`src/sv/wmsu_pkg.sv`:
```
package wmsu_pkg;

    localparam int USERS   = 1024;
    localparam int ITEMS   = 1024;
    localparam int FACTORS = 16;

    localparam int UIDX_W     = 10;
    localparam int IIDX_W     = 10;
    localparam int ELEM_W     = 4;
    localparam int DATA_W     = 32;
    localparam int LR_W       = 16;
    localparam int HW_W       = 17;
    localparam int CFG_IDX_W  = 3;
    localparam int CFG_DATA_W = 17;

    localparam int K_W     = (FACTORS > 1) ? $clog2(FACTORS) : 1;
    localparam int UADDR_W = (USERS * FACTORS > 1) ? $clog2(USERS * FACTORS) : 1;
    localparam int IADDR_W = (ITEMS * FACTORS > 1) ? $clog2(ITEMS * FACTORS) : 1;

    localparam logic [LR_W-1:0] RST_LEARN_RATE  = 16'd655;
    localparam logic [LR_W-1:0] RST_USER_REG    = 16'd655;
    localparam logic [LR_W-1:0] RST_ITEM_REG    = 16'd655;
    localparam logic [HW_W-1:0] RST_HEAD_WEIGHT = 17'd52429;

    typedef enum logic [1:0] {
        FN_WR_USER = 2'd0,
        FN_WR_ITEM = 2'd1,
        FN_READ    = 2'd2,
        FN_UPDATE  = 2'd3
    } t_func;

    typedef enum logic [CFG_IDX_W-1:0] {
        CFG_LEARN_RATE  = 3'd0,
        CFG_USER_REG    = 3'd1,
        CFG_ITEM_REG    = 3'd2,
        CFG_HEAD_WEIGHT = 3'd3,
        CFG_WEIGHT_MODE = 3'd4
    } t_cfg_idx;

    typedef enum logic [1:0] {
        MUL_DOT,
        MUL_HEAD,
        MUL_ERR,
        MUL_REG
    } t_mul_sel;

    typedef enum logic [3:0] {
        ST_IDLE,
        ST_DEC,
        ST_RDAT,
        ST_D_RD,
        ST_D_MUL,
        ST_D_ACC,
        ST_E_SUB,
        ST_E_MUL,
        ST_E_FIN,
        ST_U_RD,
        ST_U_M1,
        ST_U_M2,
        ST_U_M3,
        ST_U_WB,
        ST_FIN
    } t_state;

    typedef struct packed {
        logic           capture;
        logic           rd;
        logic           use_eidx;
        logic [K_W-1:0] k;
        logic           wr_user;
        logic           wr_item;
        logic           wr_input;
        t_mul_sel       mul_sel;
        logic           prod_ld;
        logic           acc_clr;
        logic           acc_add;
        logic           e_ld;
        logic           save_pred;
        logic           err_ld;
        logic           t1_ld;
        logic           step_ld;
        logic           own_item;
        logic           res_rd;
        logic           out_ld;
    } t_cmd;

    typedef struct packed {
        t_func func;
        logic  urow_ok;
        logic  irow_ok;
        logic  elem_ok;
        logic  from_items;
    } t_status;

    typedef struct packed {
        logic                     hit;
        logic signed [DATA_W-1:0] val;
    } t_clamp;

    function automatic logic signed [63:0] round_sh16(input logic signed [63:0] x);
        return (x + 64'sd32768) >>> 16;
    endfunction

    function automatic t_clamp clamp32(input logic signed [63:0] x);
        t_clamp c;
        c.hit = 1'b0;
        c.val = x[DATA_W-1:0];
        if (x > 64'sd2147483647) begin
            c.hit = 1'b1;
            c.val = 32'sh7fffffff;
        end else if (x < -64'sd2147483648) begin
            c.hit = 1'b1;
            c.val = 32'sh80000000;
        end
        return c;
    endfunction

endpackage

```
`src/sv/wmsu_ctrl.sv`:
```
module wmsu_ctrl (
    input  logic                i_clk,
    input  logic                i_rst_n,
    input  logic                i_in_valid,
    output logic                o_in_stall,
    output logic                o_out_valid,
    input  logic                i_out_stall,
    input  wmsu_pkg::t_status   i_status,
    output wmsu_pkg::t_cmd      o_cmd
);

    wmsu_pkg::t_state         r_state;
    wmsu_pkg::t_state         n_state;
    logic [wmsu_pkg::K_W-1:0] r_k;
    logic [wmsu_pkg::K_W-1:0] n_k;
    logic                     r_pass;
    logic                     n_pass;
    logic                     r_out_valid;
    logic                     n_out_valid;
    logic                     w_last;

    assign w_last = r_k == wmsu_pkg::K_W'(wmsu_pkg::FACTORS - 1);

    always_ff @(posedge i_clk) begin
        if (!i_rst_n) begin
            r_state     <= wmsu_pkg::ST_IDLE;
            r_k         <= '0;
            r_pass      <= 1'b0;
            r_out_valid <= 1'b0;
        end else begin
            r_state     <= n_state;
            r_k         <= n_k;
            r_pass      <= n_pass;
            r_out_valid <= n_out_valid;
        end
    end

    always_comb begin
        n_state        = r_state;
        n_k            = r_k;
        n_pass         = r_pass;
        n_out_valid    = r_out_valid && i_out_stall;
        o_cmd          = '0;
        o_cmd.mul_sel  = wmsu_pkg::MUL_DOT;
        o_cmd.k        = r_k;
        o_cmd.own_item = r_pass;
        case (r_state)
            wmsu_pkg::ST_IDLE: begin
                if (i_in_valid) begin
                    o_cmd.capture = 1'b1;
                    n_state       = wmsu_pkg::ST_DEC;
                end
            end
            wmsu_pkg::ST_DEC: begin
                o_cmd.use_eidx = 1'b1;
                n_state        = wmsu_pkg::ST_FIN;
                case (i_status.func)
                    wmsu_pkg::FN_WR_USER: begin
                        o_cmd.wr_input = 1'b1;
                        o_cmd.wr_user  = i_status.urow_ok && i_status.elem_ok;
                    end
                    wmsu_pkg::FN_WR_ITEM: begin
                        o_cmd.wr_input = 1'b1;
                        o_cmd.wr_item  = i_status.irow_ok && i_status.elem_ok;
                    end
                    wmsu_pkg::FN_READ: begin
                        if (i_status.elem_ok && (i_status.from_items ? i_status.irow_ok
                                                                     : i_status.urow_ok)) begin
                            o_cmd.rd = 1'b1;
                            n_state  = wmsu_pkg::ST_RDAT;
                        end
                    end
                    wmsu_pkg::FN_UPDATE: begin
                        if (i_status.urow_ok && i_status.irow_ok) begin
                            n_k     = '0;
                            n_pass  = 1'b0;
                            n_state = wmsu_pkg::ST_D_RD;
                        end
                    end
                    default: begin
                    end
                endcase
            end
            wmsu_pkg::ST_RDAT: begin
                o_cmd.res_rd = 1'b1;
                n_state      = wmsu_pkg::ST_FIN;
            end
            wmsu_pkg::ST_D_RD: begin
                o_cmd.rd      = 1'b1;
                o_cmd.acc_clr = r_k == '0;
                n_state       = wmsu_pkg::ST_D_MUL;
            end
            wmsu_pkg::ST_D_MUL: begin
                o_cmd.mul_sel = wmsu_pkg::MUL_DOT;
                o_cmd.prod_ld = 1'b1;
                n_state       = wmsu_pkg::ST_D_ACC;
            end
            wmsu_pkg::ST_D_ACC: begin
                o_cmd.acc_add = 1'b1;
                if (w_last) begin
                    n_k     = '0;
                    n_state = wmsu_pkg::ST_E_SUB;
                end else begin
                    n_k     = r_k + 1'b1;
                    n_state = wmsu_pkg::ST_D_RD;
                end
            end
            wmsu_pkg::ST_E_SUB: begin
                o_cmd.e_ld      = 1'b1;
                o_cmd.save_pred = !r_pass;
                n_state         = wmsu_pkg::ST_E_MUL;
            end
            wmsu_pkg::ST_E_MUL: begin
                o_cmd.mul_sel = wmsu_pkg::MUL_HEAD;
                o_cmd.prod_ld = 1'b1;
                n_state       = wmsu_pkg::ST_E_FIN;
            end
            wmsu_pkg::ST_E_FIN: begin
                o_cmd.err_ld = 1'b1;
                n_state      = wmsu_pkg::ST_U_RD;
            end
            wmsu_pkg::ST_U_RD: begin
                o_cmd.rd = 1'b1;
                n_state  = wmsu_pkg::ST_U_M1;
            end
            wmsu_pkg::ST_U_M1: begin
                o_cmd.mul_sel = wmsu_pkg::MUL_ERR;
                o_cmd.prod_ld = 1'b1;
                n_state       = wmsu_pkg::ST_U_M2;
            end
            wmsu_pkg::ST_U_M2: begin
                o_cmd.t1_ld   = 1'b1;
                o_cmd.mul_sel = wmsu_pkg::MUL_REG;
                o_cmd.prod_ld = 1'b1;
                n_state       = wmsu_pkg::ST_U_M3;
            end
            wmsu_pkg::ST_U_M3: begin
                o_cmd.step_ld = 1'b1;
                n_state       = wmsu_pkg::ST_U_WB;
            end
            wmsu_pkg::ST_U_WB: begin
                o_cmd.wr_user = !r_pass;
                o_cmd.wr_item = r_pass;
                if (w_last) begin
                    n_k = '0;
                    if (r_pass) begin
                        n_state = wmsu_pkg::ST_FIN;
                    end else begin
                        n_pass  = 1'b1;
                        n_state = wmsu_pkg::ST_D_RD;
                    end
                end else begin
                    n_k     = r_k + 1'b1;
                    n_state = wmsu_pkg::ST_U_RD;
                end
            end
            wmsu_pkg::ST_FIN: begin
                if (!r_out_valid || !i_out_stall) begin
                    o_cmd.out_ld = 1'b1;
                    n_out_valid  = 1'b1;
                    n_state      = wmsu_pkg::ST_IDLE;
                end
            end
            default: begin
                n_state = wmsu_pkg::ST_IDLE;
            end
        endcase
    end

    assign o_in_stall  = r_state != wmsu_pkg::ST_IDLE;
    assign o_out_valid = r_out_valid;

endmodule

```
`config.mk`:
```
export PLATFORM = sky130hd
export DESIGN_NAME = wmsu_ctrl
export DESIGN_NICKNAME = d
export VERILOG_FILES = /design/src/sv/wmsu_pkg.sv /design/src/sv/wmsu_ctrl.sv
export SDC_FILE = /design/constraint.sdc
export NUM_CORES = 1
export LEC_CHECK = 0
export BUFFER_PORTS_ARGS = -buffer_cell sky130_fd_sc_hd__buf_2
export CORE_UTILIZATION = 46
export DETAILED_ROUTE_END_ITERATION = 8
export PLACE_DENSITY = 0.78
export SYNTH_ARGS = -nofsm -noshare
export SYNTH_HDL_FRONTEND = slang
export SYNTH_SLANG_ARGS = --single-unit
```
`constraint.sdc`:
```
create_clock -name i_clk -period 1.85 [get_ports i_clk]
set_clock_uncertainty 0.1 [all_clocks]
set_input_delay 0.0925 -clock i_clk [delete_from_list [all_inputs] [get_ports i_clk]]
set_output_delay 0.0925 -clock i_clk [all_outputs]
set_load 0.05 [all_outputs]
```
==> flow_summary.ini, run 1 <==
[setup_path]
critPathRequiredTime_ps = 1660
cp-end-kind = output pin
reg2reg_to = r_state[0]
reg2reg_slack_ps = 330
crit_fanout = 9
r2r_start = r_state[0]
reg2regPathDepth = 5
cp-start-kind = register
cp_data_arrival_time_ps = 1550
path_class = reg -> out

[detailed_routing]
viasPerCell = 5.847
antenna_left = 0
wl_mm = 2.201
drc = 4
vias = 994
drtIter0Drc = 45
drt-pass1-iter-count = 6
avgRoutedWirePerCell_um = 12.95

[power]
switching_share = 0.5695
internal_power_w = 0.0007099
ir_drop_v = 0.001038
power_frac_seq = 0.222
p_comb_frac = 0.652
power.density_nw_per_um2 = 1547
switchingPower_w = 0.0009393
pwr-share-clk = 0.126
p_leak_nw = 0.5088

[cells_and_area]
final.fill_count = 142
nets = 167
areaGrowthSynthToFinish_pct = 34.60
diodes = 0
final_layout_size_suffix_gt1_frac = 0.3961
fin_area_sq_um = 1066

[sta]
slew_headroom = 0.8118
fin_setup_tns_ps = 0
grt_setup_unrepaired = no
min_period_ps = 1740
layout_setup_ws_ps = 110.2
fmax_mhz = 574.8
finalHoldViolations = 0
finalCritPeriodShare = 0.9404
worstMarginPinSlew_ps = 282.0
setup_violations = 0
slew_viol_final = 0

[synthesis]
syn_avg_cell_area_sq_um = 6.712
ys_seq_area_frac = 0.2528
ys_types = 32
synth_area_sq_um = 792.0
async_flop_share = 0
synth_fp_nets = 130
ys_seq_elements = 10
ys.flop_type = dfxtp_1
synth-edff-count = 0
synthCells = 118
ys_warn_count = 0

[die]
die_area_sq_um = 1892
start_util = 0.5080
rows = 14
die_h_um = 43.50
ioPinCount = 35
die_w_um = 43.50
core-area_sq_um = 1559

[global_route]
antenna_found_initial = 0
first_global_vias = 842
grt_overflow_total = 0
gr-usage-all-layers = 0.2440
grt_pass1_wl_mm = 3.470
grt_max_degree = 18

[min_path]
min_from = i_in_valid
worst_hold_path.endpoint = r_state[0]
hp-class = in -> reg
worstHoldPathCells = 2

[run_status]
violations = design-rule violations
status = finished, violations left

[clock_tree]
clockBufferDepth = 2
htreeDepth = 1
root_buffer = clkbuf_4
clock_latency_ps = 280
numCtsBuffers = 3
clk_pin_slew_ps = 80
post_cts_buffers = 0
cts_tree = yes
cts_sinks = 10

[placed_design]
dp_hpwl_mm = 1.641
io_buffers = 34
placed_cell_area_sq_um = 1011
place.gp.congestion = 0.8734
dp_slack_ps = 261.9

[flow_run]
maxCapViolCount = 0
[power groups by stage]
stage               clock, W  sequential, W  combinational (W)
global placement           0       0.000354            0.00104
finish              0.000208       0.000366            0.00107
CTS                 0.000214       0.000361            0.00107
global route        0.000221       0.000373            0.00113
detailed placement         0       0.000356            0.00105
floorplan                  0       0.000311           0.000869
[kinds of logic (layout without fill, tap and decap cells)]
group	after synthesis	count (layout)	synth area share
flops	10	10	0.2528
mux	1	1	0.01422
xor+xnor	1	1	0.01106
simple gates	64	64	0.4076
fa+ha+maj	2	2	0.03159
compound gates	27	27	0.2085
buf+inv	13	49	0.07425
[cell type report]
cell class | instances | area (sq um) | area share
multi-input combinational | 95 | 568.0 | 0.5329
timing repair buffer | 40 | 217.7 | 0.2042
sequential | 10 | 205.2 | 0.1925
clock buffer | 4 | 36.28 | 0.03404
tap | 16 | 20.02 | 0.01878
inverter | 5 | 18.77 | 0.01761
[timing repair]
item / in CTS / in global routing
endpoints found under the hold margin: 2 / 0
setup endpoints to repair: 2 / 1
hold buffers: 1 / 0
gates resized for setup: 4 / 1
[through the flow]
stage / power [W] / util / hold slack, ps / instances
finish: 0.001649 / 0.6838 / 27.74 / 170
floorplan: 0.001179 / - / 114.2 / 118
global route: 0.001729 / 0.6838 / 28.25 / 170
global placement: 0.001390 / 0.6485 / 230.7 / 165
detailed placement: 0.001408 / 0.6485 / 232.3 / 165
CTS: 0.001642 / 0.6830 / 13.55 / 170
[worst max-delay path, cell delays in order, from the launching register on]
cell,delay (ps)
dfxtp_2,380
nor2b_2,220
nand2_1,120
nor2_2,140
a31o_2,160
buf_2,250
[sequential cells by signal, summed over array words and instances, names as in the netlist]
signal,count
o_out_valid,1
r_k,4
r_pass,1
r_state,4
[layer usage]
metal	part of all wire	track usage	vias up
met5	0	0	-
met4	0.0018	0.09375	0
met3	0.11	0.06250	2
met2	0.48	0.4000	53
met1	0.41	0.3063	456
li1	-	-	483
[cells in the final DEF (no fill, tap or decap), types with 6 or more instances in the layout]
cell,netlist,routed
nand3_1,6,6
dfxtp_1,10,6
a21oi_1,10,10
nand2_1,12,12
a31oi_1,6,6
nor2_1,17,15
nand2b_1,6,6
buf_2,5,34
[cell usage after synthesis (2+ instances only)]
cell type,count,area share
nand4_1,2,0.016
nand2_1,12,0.057
dfxtp_1,10,0.25
a21oi_1,10,0.063
nor3_1,6,0.038
and3_1,4,0.032
ha_1,2,0.032
nand2b_1,6,0.047
inv_1,5,0.024
nor2_1,17,0.081
clkbuf_1,2,0.0095
a31oi_1,6,0.047
o21ai_0,5,0.032
buf_2,5,0.032
nor2b_1,4,0.032
nand3_1,6,0.038
[worst max-delay path by stage]
stage          startpoint        end  slack [ps]  depth (start not counted)
6_report       r_state[2]  o_cmd[15]         110                          5
4_1_cts        r_state[1]   o_cmd[9]          50                          4
3_3_place_gp   r_state[2]  o_cmd[15]         300                          5
5_1_grt        r_state[2]  o_cmd[15]          30                          5
2_1_floorplan  r_state[1]   o_cmd[9]          -9                          3
3_5_place_dp   r_state[3]  o_cmd[15]         260                          5
Note: power is estimated with default switching activity, not from simulation.
==> run 2, diff against run 1 <==
CORE_MARGIN = 2   (was unset)
MAX_ROUTING_LAYER = met4   (was unset)
==> flow_summary.ini, run 2 (same netlist as run 1, synthesis figures left out) <==
[run_status]
status = completed

[clock_tree]
htreeDepth = 1
numCtsBuffers = 3
cts_tree = yes
clock_latency_ps = 270
cts_sinks = 10
clockBufferDepth = 2
clk_pin_slew_ps = 80
root_buffer = clkbuf_4

[detailed_routing]
wl_mm = 2.310
drtIter0Drc = 24
drt-pass1-iter-count = 4
avgRoutedWirePerCell_um = 13.67
vias = 972
viasPerCell = 5.751
antenna_left = 0
drc = 0

[setup_path]
cp_data_arrival_time_ps = 1600
crit_fanout = 10
cp-start-kind = register
critPathRequiredTime_ps = 1660
critPathBufInv = 2
cp-end-kind = output pin
cpPeakStageDelay_ps = 450
cp_slowest_cell = dfxtp_1
cp_cell_sequence = buf_4, nand2_1, nor4_2, buf_2
cp_top_family = buffers and inverters
path_class = reg -> out

[power]
finalPower_w = 0.001660
switching_share = 0.5686
power_frac_seq = 0.221
p_leak_nw = 0.5045
power.density_nw_per_um2 = 1555
switchingPower_w = 0.0009437
ir_drop_v = 0.0008437
pwr-share-clk = 0.127
p_comb_frac = 0.652
internal_power_w = 0.0007159

[die]
die_area_sq_um = 2070
die_w_um = 45.50
die_h_um = 45.50
ioPinCount = 35
start_util = 0.5080
rows = 14
core-area_sq_um = 1559

[cells_and_area]
diodes = 0
layout_commonest_cell = buf_2
top_regs = r_k (4), r_state (4)
nets = 166
final.fill_count = 149
final_layout_size_suffix_gt1_frac = 0.3856
final_cell_mix = buf_2, nor2_1, nand2_1
finalNonFillerCells = 169
areaGrowthSynthToFinish_pct = 34.75

[min_path]
hp-class = in -> reg

[global_route]
grt_overflow_total = 0
first_global_vias = 812
gr-usage-all-layers = 0.2335
grt_max_degree = 18
antenna_found_initial = 0
grt_pass1_wl_mm = 3.484

[sta]
finalCritPeriodShare = 0.9668
slew_headroom = 0.7901
whs_ps = 7.046
worstMarginPinSlew_ps = 314.8
fmax_mhz = 559.1
slew_viol_final = 0
finalHoldViolations = 0
setup_violations = 0
min_period_ps = 1789

[flow_run]
maxCapViolCount = 0

[placed_design]
dp_hpwl_mm = 1.658
place.gp.congestion = 0.9045
io_buffers = 34
dp_cells = 163
## run 2: cell count changes in the layout (fill, tap and decap cells not counted), sizes merged
cell    delta
buf        -3
clkbuf     +2
## run 2: power by group through the flow
stage | Sequential (W) | Clock (W) | Combinational, W
after global placement | 0.000351 | 0 | 0.00102
after floorplan | 0.000311 | 0 | 0.000869
after detailed placement | 0.000354 | 0 | 0.00103
after global routing | 0.000376 | 0.000221 | 0.00115
final | 0.000368 | 0.000210 | 0.00108
after CTS | 0.000353 | 0.000207 | 0.00104
## run 2: stage by stage
step | util | TNS, ps | area [sq um] | worst slack [ps]
after floorplan | - | -9.412 | 823.3 | -9.412
after global placement | 0.6388 | 0 | 996.0 | 257.1
after detailed placement | 0.6388 | 0 | 996.0 | 199.4
after CTS | 0.6693 | 0 | 1044 | 9.966
after global routing | 0.6846 | -18.20 | 1067 | -18.20
final | 0.6846 | 0 | 1067 | 61.38
## run 2: worst paths after layout
path | startpoint | endpoint | slack, ps | cells after the start
setup / recovery | r_state[1] | o_cmd[9] | 60 | 4
hold reg to reg | r_k[3] | r_k[3] | 450 | 2
setup reg to reg | r_state[1] | r_state[0] | 270 | 4
hold / removal | i_in_valid | r_state[0] | 7 | 2
## run 2: cell type report
cell class / instances / area, sq um / area share
multi-input combinational: 95 / 573.1 / 0.5369
inverter: 5 / 18.77 / 0.01759
tap: 16 / 20.02 / 0.01876
clock buffer: 4 / 36.28 / 0.03400
timing repair buffer: 39 / 215.2 / 0.2016
sequential: 10 / 203.9 / 0.1911
## run 2: repair_timing
| item | in CTS | in global routing |
|---|---|---|
| resized for setup | 1 | 6 |
| buffers inserted | 0 | 1 |
| endpoints found under the setup margin | 3 | 5 |
| hold buffers | 1 | 0 |
| endpoints found under the hold margin | 2 | 0 |
## run 2: per-layer routing
| layer | global-route usage | wire length [um] | part of all wire |
|---|---|---|---|
| met1 | 0.3038 | 998 | 0.43 |
| met2 | 0.3577 | 1124 | 0.49 |
| met3 | 0.03571 | 138 | 0.060 |
| met4 | 0.09412 | 49 | 0.021 |
| met5 | - | 0 | 0 |
